===== src/hw/rtl/lrp_pkg.sv =====
`timescale 1ns / 1ps
// ----------------------------------------------------------------------------
// lrp_pkg
// shared constants and types for the true-lru replacement block
// ----------------------------------------------------------------------------
package lrp_pkg;

  localparam int LRP_MAX_ENTRIES = 64;
  localparam int LRP_ENTRIES_DEF = 16;
  localparam int LRP_IDX_W       = $clog2(LRP_MAX_ENTRIES);
  localparam int LRP_KEY_W       = 32;
  localparam int LRP_CAP_W       = 5;
  localparam int LRP_SLOT_W      = 4;
  localparam int LRP_OUT_W       = 40;
  localparam logic [LRP_CAP_W-1:0] LRP_CAP_RESET = 5'd16;

  // search record handed from cell to cell
  typedef struct packed {
    logic                 tok;
    logic [LRP_KEY_W-1:0] key;
    logic                 found;
    logic [LRP_IDX_W-1:0] match_idx;
    logic [LRP_IDX_W-1:0] match_rank;
    logic                 free_found;
    logic [LRP_IDX_W-1:0] free_idx;
    logic                 best_found;
    logic [LRP_IDX_W-1:0] best_idx;
    logic [LRP_IDX_W-1:0] best_rank;
    logic [LRP_KEY_W-1:0] best_key;
  } lrp_rec_t;

  // update command broadcast to every cell
  typedef struct packed {
    logic                 upd;
    logic                 write;
    logic                 age_all;
    logic [LRP_IDX_W-1:0] winner;
    logic [LRP_IDX_W-1:0] limit;
    logic [LRP_KEY_W-1:0] key;
  } lrp_cmd_t;

endpackage


===== src/hw/rtl/lrp_cell.sv =====
`timescale 1ns / 1ps
// ----------------------------------------------------------------------------
// lrp_cell
// one table entry: key, valid and age rank, plus one stage of the scan chain
// ----------------------------------------------------------------------------
module lrp_cell #(
  parameter int IDX    = 0,
  parameter int RANK_W = 4
) (
  input  logic             clk,
  input  logic             rst_n,
  input  lrp_pkg::lrp_rec_t rec_in,
  output lrp_pkg::lrp_rec_t rec_out,
  input  lrp_pkg::lrp_cmd_t cmd
);

  localparam logic [lrp_pkg::LRP_IDX_W-1:0] MY_IDX = lrp_pkg::LRP_IDX_W'(IDX);

  logic                          valid_r;
  logic [lrp_pkg::LRP_KEY_W-1:0] key_r;
  logic [RANK_W-1:0]             rank_r;
  lrp_pkg::lrp_rec_t             rec_r;
  lrp_pkg::lrp_rec_t             rec_nxt;
  logic [lrp_pkg::LRP_IDX_W-1:0] rank_ext;

  assign rank_ext = lrp_pkg::LRP_IDX_W'(rank_r);

  always_comb begin
    rec_nxt = rec_in;
    if (valid_r && !rec_in.found && key_r == rec_in.key) begin
      rec_nxt.found      = 1'b1;
      rec_nxt.match_idx  = MY_IDX;
      rec_nxt.match_rank = rank_ext;
    end
    if (!valid_r && !rec_in.free_found) begin
      rec_nxt.free_found = 1'b1;
      rec_nxt.free_idx   = MY_IDX;
    end
    // strict compare keeps the lowest-numbered entry on a tie
    if (valid_r && (!rec_in.best_found || rank_ext > rec_in.best_rank)) begin
      rec_nxt.best_found = 1'b1;
      rec_nxt.best_idx   = MY_IDX;
      rec_nxt.best_rank  = rank_ext;
      rec_nxt.best_key   = key_r;
    end
  end

  always_ff @(posedge clk) begin
    if (!rst_n) begin
      rec_r <= '0;
    end else begin
      rec_r <= rec_nxt;
    end
  end

  assign rec_out = rec_r;

  always_ff @(posedge clk) begin
    if (!rst_n) begin
      valid_r <= 1'b0;
      rank_r  <= '0;
    end else if (cmd.upd) begin
      if (cmd.winner == MY_IDX) begin
        rank_r <= '0;
        if (cmd.write) begin
          valid_r <= 1'b1;
        end
      end else if (valid_r && (cmd.age_all || rank_ext < cmd.limit)) begin
        rank_r <= rank_r + RANK_W'(1);
      end
    end
  end

  always_ff @(posedge clk) begin
    if (cmd.upd && cmd.write && cmd.winner == MY_IDX) begin
      key_r <= cmd.key;
    end
  end

endmodule


===== src/hw/rtl/lru_replacement_policy.sv =====
`timescale 1ns / 1ps
// ----------------------------------------------------------------------------
// lru_replacement_policy
// true-lru replacement for a small fully associative key table
// ----------------------------------------------------------------------------
// the search record walks the chain of entry cells one cell per cycle; a new
//   item is taken only in the idle state, after the result of the last one
//   has been registered
// a finished result may wait in the output register while the next item is taken
// reset (rst_n low, synchronous): table empty, all ranks zero, fill count zero,
//   capacity_in_use back to 16, no result pending
module lru_replacement_policy #(
  parameter int ENTRIES = lrp_pkg::LRP_ENTRIES_DEF
) (
  input  logic                          clk,
  input  logic                          rst_n,
  // access items
  input  logic                          in_tvalid,
  output logic                          in_tready,
  input  logic [31:0]                   in_tdata,   // [31:0] access_key
  // result items
  output logic                          out_tvalid,
  input  logic                          out_tready,
  output logic [lrp_pkg::LRP_OUT_W-1:0] out_tdata,  // [0] hit, [4:1] slot,
                                                    // [5] evicted, [37:6] victim_key
  // configuration
  input  logic                          cfg_wen,
  input  logic [4:0]                    cfg_wdata   // capacity_in_use
);

  localparam int RANK_W = $clog2(ENTRIES);
  localparam int FC_W   = $clog2(ENTRIES + 1);
  localparam int CMP_W  = (FC_W > lrp_pkg::LRP_CAP_W) ? FC_W : lrp_pkg::LRP_CAP_W;

  // controller states
  typedef enum logic [2:0] {
    S_IDLE = 3'b001,
    S_SCAN = 3'b010,
    S_DONE = 3'b100
  } state_t;

  state_t state_r, state_nxt;

  logic [lrp_pkg::LRP_CAP_W-1:0] cap_r;
  logic [FC_W-1:0]               fill_cnt_r;
  lrp_pkg::lrp_rec_t             dec_r;
  logic                          out_valid_r;
  logic [lrp_pkg::LRP_OUT_W-1:0] out_data_r;

  lrp_pkg::lrp_rec_t             inject;
  lrp_pkg::lrp_rec_t             chain [ENTRIES];
  lrp_pkg::lrp_cmd_t             cmd;

  logic                          in_acc;
  logic                          out_free;
  logic                          finish;
  logic [CMP_W-1:0]              cap_ext;
  logic [CMP_W-1:0]              eff_cap;
  logic                          can_fill;
  logic                          do_fill;
  logic                          do_evict;
  logic [lrp_pkg::LRP_IDX_W-1:0] slot_idx;
  logic [lrp_pkg::LRP_OUT_W-1:0] result;

  assign in_tready = (state_r == S_IDLE);
  assign in_acc    = in_tvalid && in_tready;
  assign out_free  = !out_valid_r || out_tready;
  assign finish    = (state_r == S_DONE) && out_free;

  // fresh search record enters cell 0 on acceptance
  always_comb begin
    inject     = '0;
    inject.tok = in_acc;
    inject.key = in_tdata;
  end

  // chain of entry cells, record hops one cell per cycle
  for (genvar i = 0; i < ENTRIES; i++) begin : g_cell
    if (i == 0) begin : g_head
      lrp_cell #(.IDX(i), .RANK_W(RANK_W)) u_cell (
        .clk     (clk),
        .rst_n   (rst_n),
        .rec_in  (inject),
        .rec_out (chain[i]),
        .cmd     (cmd)
      );
    end else begin : g_body
      lrp_cell #(.IDX(i), .RANK_W(RANK_W)) u_cell (
        .clk     (clk),
        .rst_n   (rst_n),
        .rec_in  (chain[i-1]),
        .rec_out (chain[i]),
        .cmd     (cmd)
      );
    end
  end

  // capacity of zero acts as one, above table size acts as table size
  always_comb begin
    cap_ext = CMP_W'(cap_r);
    if (cap_r == '0) begin
      eff_cap = CMP_W'(1);
    end else if (cap_ext > CMP_W'(ENTRIES)) begin
      eff_cap = CMP_W'(ENTRIES);
    end else begin
      eff_cap = cap_ext;
    end
  end

  assign can_fill = CMP_W'(fill_cnt_r) < eff_cap;

  // decision from the finished record: hit, fill a free entry, or evict lru
  always_comb begin
    do_fill  = 1'b0;
    do_evict = 1'b0;
    cmd      = '0;
    cmd.key  = dec_r.key;
    if (dec_r.found) begin
      slot_idx  = dec_r.match_idx;
      cmd.limit = dec_r.match_rank;
    end else if (can_fill && dec_r.free_found) begin
      do_fill     = 1'b1;
      slot_idx    = dec_r.free_idx;
      cmd.write   = 1'b1;
      cmd.age_all = 1'b1;
    end else begin
      do_evict    = 1'b1;
      slot_idx    = dec_r.best_idx;
      cmd.write   = 1'b1;
      cmd.age_all = 1'b1;
    end
    cmd.winner = slot_idx;
    cmd.upd    = finish;
  end

  assign result = {2'b00,
                   do_evict ? dec_r.best_key : {lrp_pkg::LRP_KEY_W{1'b0}},
                   do_evict,
                   slot_idx[lrp_pkg::LRP_SLOT_W-1:0],
                   dec_r.found};

  always_comb begin
    state_nxt = state_r;
    unique case (state_r)
      S_IDLE: if (in_acc) state_nxt = S_SCAN;
      S_SCAN: if (chain[ENTRIES-1].tok) state_nxt = S_DONE;
      S_DONE: if (out_free) state_nxt = S_IDLE;
      default: state_nxt = S_IDLE;
    endcase
  end

  always_ff @(posedge clk) begin
    if (!rst_n) begin
      state_r     <= S_IDLE;
      cap_r       <= lrp_pkg::LRP_CAP_RESET;
      fill_cnt_r  <= '0;
      out_valid_r <= 1'b0;
    end else begin
      state_r <= state_nxt;
      if (cfg_wen) begin
        cap_r <= cfg_wdata;
      end
      if (finish && do_fill) begin
        fill_cnt_r <= fill_cnt_r + FC_W'(1);
      end
      if (finish) begin
        out_valid_r <= 1'b1;
      end else if (out_tready) begin
        out_valid_r <= 1'b0;
      end
    end
  end

  // payload registers
  always_ff @(posedge clk) begin
    if (state_r == S_SCAN && chain[ENTRIES-1].tok) begin
      dec_r <= chain[ENTRIES-1];
    end
    if (finish) begin
      out_data_r <= result;
    end
  end

  assign out_tvalid = out_valid_r;
  assign out_tdata  = out_data_r;

endmodule


===== config.mk =====
export PLATFORM = sky130hd
export DESIGN_NAME = lru_replacement_policy
export DESIGN_NICKNAME = d
export VERILOG_FILES = /design/src/hw/rtl/lrp_pkg.sv /design/src/hw/rtl/lrp_cell.sv /design/src/hw/rtl/lru_replacement_policy.sv
export SDC_FILE = /design/constraint.sdc
export NUM_CORES = 2
export LEC_CHECK = 0
export ABC_CLOCK_PERIOD_IN_PS = 10350
export BUFFER_PORTS_ARGS = -buffer_cell sky130_fd_sc_hd__buf_2
export CAP_MARGIN = 20
export CORE_ASPECT_RATIO = 0.8
export CORE_MARGIN = 3
export CORE_UTILIZATION = 25
export CTS_BUF_LIST = sky130_fd_sc_hd__clkbuf_4 sky130_fd_sc_hd__clkbuf_8 sky130_fd_sc_hd__clkbuf_16
export DETAILED_ROUTE_END_ITERATION = 8
export PLACE_DENSITY = 0.46
export REMOVE_ABC_BUFFERS = 1
export SYNTH_ARGS = -nofsm -noshare
export SYNTH_HDL_FRONTEND = slang
export SYNTH_HIERARCHICAL = 1
export SYNTH_SLANG_ARGS = --single-unit

===== constraint.sdc =====
create_clock -name clk -period 10.35 [get_ports clk]
set_input_delay 0 -clock clk [delete_from_list [all_inputs] [get_ports clk]]
set_output_delay 0 -clock clk [all_outputs]
set_load 0.01 [all_outputs]

### Word level (Yosys, flattened, before mapping)

Cells that the tools add are included.

* logic and storage cells: 787
* flip-flop bits (word level): 2295

* bitwise operators: 1
* add/sub/neg operators: 17
* $lt $le $gt $ge: 33
* eq/ne operators: 37
* muxes and demuxes: 96
* reductions and logical operators: 291

Operator list (number)
* $mux 45: 15
* $eq 32x32->1: 16
* $mux 13: 16
* $mux 4: 32
* $mux 7: 16
* $logic_and 1x1->1: 99
* $lt 4x6->1: 16
* $gt 4x6->1: 15
* $reduce_or 2->1: 45
* $add 4x1->4 const B: 16
* $logic_not 1->1: 61
* $reduce_and 3->1: 17
* $eq 6x4->1 const B: 8
* $mux 42: 1
* $reduce_and 2->1: 18
* $reduce_bool 2->1: 17
* $logic_or 1x1->1: 32
* $eq 6x3->1 const B: 4
* $mux 6: 3
* $eq 6x2->1 const B: 2
* $mux 5: 2
* $mux 3: 3
* $pmux 3 s3: 1
* $eq 6x1->1 const B: 1
* 13 further kinds: 19

### Depth between registers and ports, before layout

* depth in word-level cells: 10
* mapped depth: 14

### Cells and area by module

Netlist, hierarchy kept.

Modules (own cells, without submodules)
* lrp_cell (g_cell[10].g_body.u_cell ...): cells an instance 433, times used 4, area an instance 4973.5 µm²
* lrp_cell (g_cell[13].g_body.u_cell ...): cells an instance 440, times used 2, area an instance 4989.8 µm²
* lrp_cell (g_cell[1].g_body.u_cell ...): cells an instance 432, times used 2, area an instance 4984.8 µm²
* lrp_cell (g_cell[4].g_body.u_cell ...): cells an instance 435, times used 2, area an instance 4978.5 µm²
* lru_replacement_policy: cells an instance 299, times used 1, area an instance 5251.3 µm²
* lrp_cell (g_cell[15].g_body.u_cell): cells an instance 436, times used 1, area an instance 5009.8 µm²
* lrp_cell (g_cell[11].g_body.u_cell): cells an instance 440, times used 1, area an instance 4991.0 µm²
* lrp_cell (g_cell[7].g_body.u_cell): cells an instance 435, times used 1, area an instance 4989.8 µm²
* lrp_cell (g_cell[0].g_head.u_cell): cells an instance 434, times used 1, area an instance 4973.5 µm²
* lrp_cell (g_cell[12].g_body.u_cell): cells an instance 433, times used 1, area an instance 4963.5 µm²
* lrp_cell (g_cell[3].g_body.u_cell): cells an instance 436, times used 1, area an instance 4907.2 µm²

### Worst setup path before layout

No wires, ideal clock.

* path kind: flip-flop to flip-flop
* start: register state_r[0]
* end: register dec_r, in the netlist cmd[0] (enable)
* data arrival time: 7.055 ns
* stages on the path, launching flop included: 3
* required time: 9.683 ns
* path slack: 2.629 ns
* period minus slack after synthesis: 7.721 ns
* cells stage by stage: dfxtp_1 > nand2b_1 > nor3b_1

* word-level cells in the longest chain between the ends: 2

RTL lines
* from (decl): line lru_replacement_policy.sv:42 `state_t state_r, state_nxt;`
* from (signal assigned): line lru_replacement_policy.sv:159 `state_r <= state_nxt;`
* $eq 3x2->1: line lru_replacement_policy.sv:176 `if (state_r == S_SCAN && chain[ENTRIES-1].tok) begin`
* $logic_and 1x1->1: line lru_replacement_policy.sv:176
* to (signal assigned): line lru_replacement_policy.sv:177 `dec_r <= chain[ENTRIES-1];`
* to (decl): line lru_replacement_policy.sv:46 `lrp_pkg::lrp_rec_t dec_r;`

Every way passes these cells.
A chain may end at the register's enable or synchronous reset.

==> flow_summary.toml <==
[status]
status = "finished, final reports clean"

[floorplanning]
std_cell_rows = 190
die_h_um = 526
fp.dieW_um = 657
start_util_pct = 25.2
top_level_ports = 84
core-area_sq_um = 336000
die-area_sq_um = 346000

[detailed_routing]
drc = 0
routed_wirelength_um = 202000
ant_nets = 0
num_vias = 48700
vias_per_cell = 4.01
drt_iter0_drc = 3267
detail_route.wl_per_cell_um = 16.7
first_pass_iters = 5

[clock_tree]
cts_setup_buffers = 0
cts.clk_slew.worst_paths_ns = 0.06
insertion_delay_ns = 0.86
clkSinkCount = 2295
cts_inserted_buffers = 216
cts_buffer_depth = 4
root_buffer = "clkbuf_16"
cts_tree = "done"
cts-htree-levels = 4

[placed_design]
post-place-ws_ns = 5.35
place.gp.congestion = 0.786
dpl.hpwl_um = 145000
portBuffers = 81

[global_routing]
grt_overflow_total = 0
grt_max_degree = 230
grt_pass1_wl_um = 310000
grt_pass1_vias = 49300
grt_use_total_pct = 11.4
antenna_found_initial = 2

[sta]
relSlewSlack_pct = 26.5
slew_violations = 0
hold_viol_final = 0
min_period_over_period_pct = 47.9
tightest_slew_ns = 1.10
setup-tns-final_ns = 0
timing.final.ws_setup_ns = 5.39
setup_viol = 0
fin_crit_ns = 4.96
rsz0062_at_grt = "false"
max_freq_ghz = 0.202
skew_ns = 0.0375

[setup_path]
worstPathRequired_ns = 10.82
max_stage_delay_ns = 0.94
regToRegSetupSlack_ns = 5.39
r2r_cells = 12
path_common_cell = "buf_4"
start_kind = "flip-flop"
worst_ep_arrival_time_ns = 5.43
endpoint_kind = "flip-flop"
r2r-end = "g_cell[0].g_head.u_cell/key_r[15]$_DFFE_PP_"
critPathKind = "flip-flop to flip-flop"
worstReg2RegStart = "cap_ext[4]$_SDFFE_PN1P_"
path_cells = "inv_1 -> nand2_1 -> ha_1 -> a21oi_2 -> o2111ai_2 -> a21oi_4 -> buf_4 -> o311ai_2 -> buf_4 -> or4_1 -> nor3_2 -> and3_2"
critPathSlowestCell = "and3_2"
cp_max_fo = 39

[flow_run]
drv_cap = 0

[power_and_ir_drop]
cellPowerDensity_nw_per_um2 = 182
peakVddDrop_uv = 122
cellLeakagePower_nw = 34.5

[layout]
area_growth_pct = 16.5
nFillCells = 34200
layout-drive-gt1-share_pct = 8.88
regArea_sq_um = 52400
nNetsFinal = 7622
multiInputGateArea_sq_um = 30400
finalCoreUtilization_pct = 29.4

[hold_path]
holdCritStartpoint = "in_tvalid"
hp-class = "primary input to flip-flop"
holdPathStages = 4
hold_end = "g_cell[0].g_head.u_cell/rec_out[97]$_SDFF_PN0_"

[synthesis]
netlist_instances = 7237
syn_area_sq_um = 84700
avgSynthCellArea_sq_um = 11.7
ys_warn_count = 6
## cell usage in the layout, fill, tap and decap left out, types with 51 or more instances in the layout
cell and count:
buf_2 80, edfxtp_1 640, nor4_1 53, nand3_1 130
nor2b_1 51, buf_4 98, dfxtp_1 1655, clkbuf_16 229
and2_1 626, mux2i_1 617, nand4_1 95, nand2_1 1271
nor2_1 66, o21a_1 148, xor2_1 173, and3_1 96
ha_1 133, and3b_1 92, xnor2_1 331, conb_1 76
dlygate4sd3_1 80, inv_1 186, nand2b_1 55
## worst max path at each step
stage,start,endpoint,cells past startpoint
after floorplan,state_r[0]$_SDFFE_PN1P_,cmd[0]$_DFFE_PP_,2
after global placement,cap_ext[4]$_SDFFE_PN1P_,g_cell[0].g_head.u_cell/key_r[15]$_DFFE_PP_,12
after detailed placement,cap_ext[4]$_SDFFE_PN1P_,g_cell[0].g_head.u_cell/key_r[27]$_DFFE_PP_,12
after CTS,cap_ext[4]$_SDFFE_PN1P_,g_cell[0].g_head.u_cell/key_r[1]$_DFFE_PP_,12
after global routing,cap_ext[4]$_SDFFE_PN1P_,g_cell[0].g_head.u_cell/key_r[14]$_DFFE_PP_,12
final,cap_ext[4]$_SDFFE_PN1P_,g_cell[0].g_head.u_cell/key_r[15]$_DFFE_PP_,12
## cell type report
| cell class | count | area share, % |
|---|---|---|
| Sequential cell | 2295 | 53.1 |
| Multi-Input combinational cell | 4479 | 30.8 |
| Clock buffer | 309 | 6.63 |
| Antenna cell | 6 | 0.0152 |
| Timing Repair Buffer | 267 | 2.16 |
| Tap cell | 4512 | 5.72 |
| Inverter | 188 | 0.718 |
| Clock inverter | 87 | 0.883 |
## stage by stage
step           area, sq um  instances  hold WS (ns)  power, mW
4_1_cts              98500      12100        0.0193       18.2
3_3_place_gp         90300      11700         0.238       9.86
3_5_place_dp         90300      11700         0.237       9.87
6_report             98600      12100        0.0865       17.9
5_1_grt              98600      12100        0.0569       18.6
2_1_floorplan        83100       6962        0.0762       9.66
## routing by layer
| metal | global-route usage (%) | up-vias | part of all wire [%] |
|---|---|---|---|
| li1 | - | 24700 | - |
| met1 | 18.1 | 22900 | 55 |
| met4 | 2.77 | 0 | 2.2 |
| met3 | 1.68 | 280 | 3.9 |
| met2 | 15.6 | 795 | 39 |
| met5 | 0 | - | 0 |
## power by group
| part | total [mW] | internal, mW | leakage [nW] | switching, mW |
|---|---|---|---|---|
| Clock | 8.24 | 4.78 | 3.72 | 3.46 |
| Sequential | 9.30 | 9.25 | 17.3 | 0.0484 |
| Combinational | 0.394 | 0.151 | 13.5 | 0.243 |
## flip-flops by register name (all words and copies together), names as in the netlist
register	flops
cap_ext	5
cmd	32
dec_r	58
fill_cnt_r	5
g_cell.g_body.u_cell/key_r	480
g_cell.g_body.u_cell/rank_r	60
g_cell.g_body.u_cell/rec_out	1463
g_cell.g_body.u_cell/valid_r	15
g_cell.g_head.u_cell/key_r	32
g_cell.g_head.u_cell/rank_r	4
g_cell.g_head.u_cell/rec_out	98
g_cell.g_head.u_cell/valid_r	1
out_tdata	38
out_tvalid	1
state_r	3
## worst max-delay path, delay by kind of cell, from the launching register on
kind                       cells  cell delay (ns)
DFF                            1             0.33
adders and majority gates      1             0.31
AOI/OAI and AO/OA              4             0.76
and+or+nand+nor                4             2.23
buffers and inverters          3             0.87
## timing repair
item                      4_1_cts  5_1_grt
hold endpoints to repair      182        0
hold buffers                   80        0
resized for setup               0        0
Note: power is estimated with default switching activity, not from simulation.
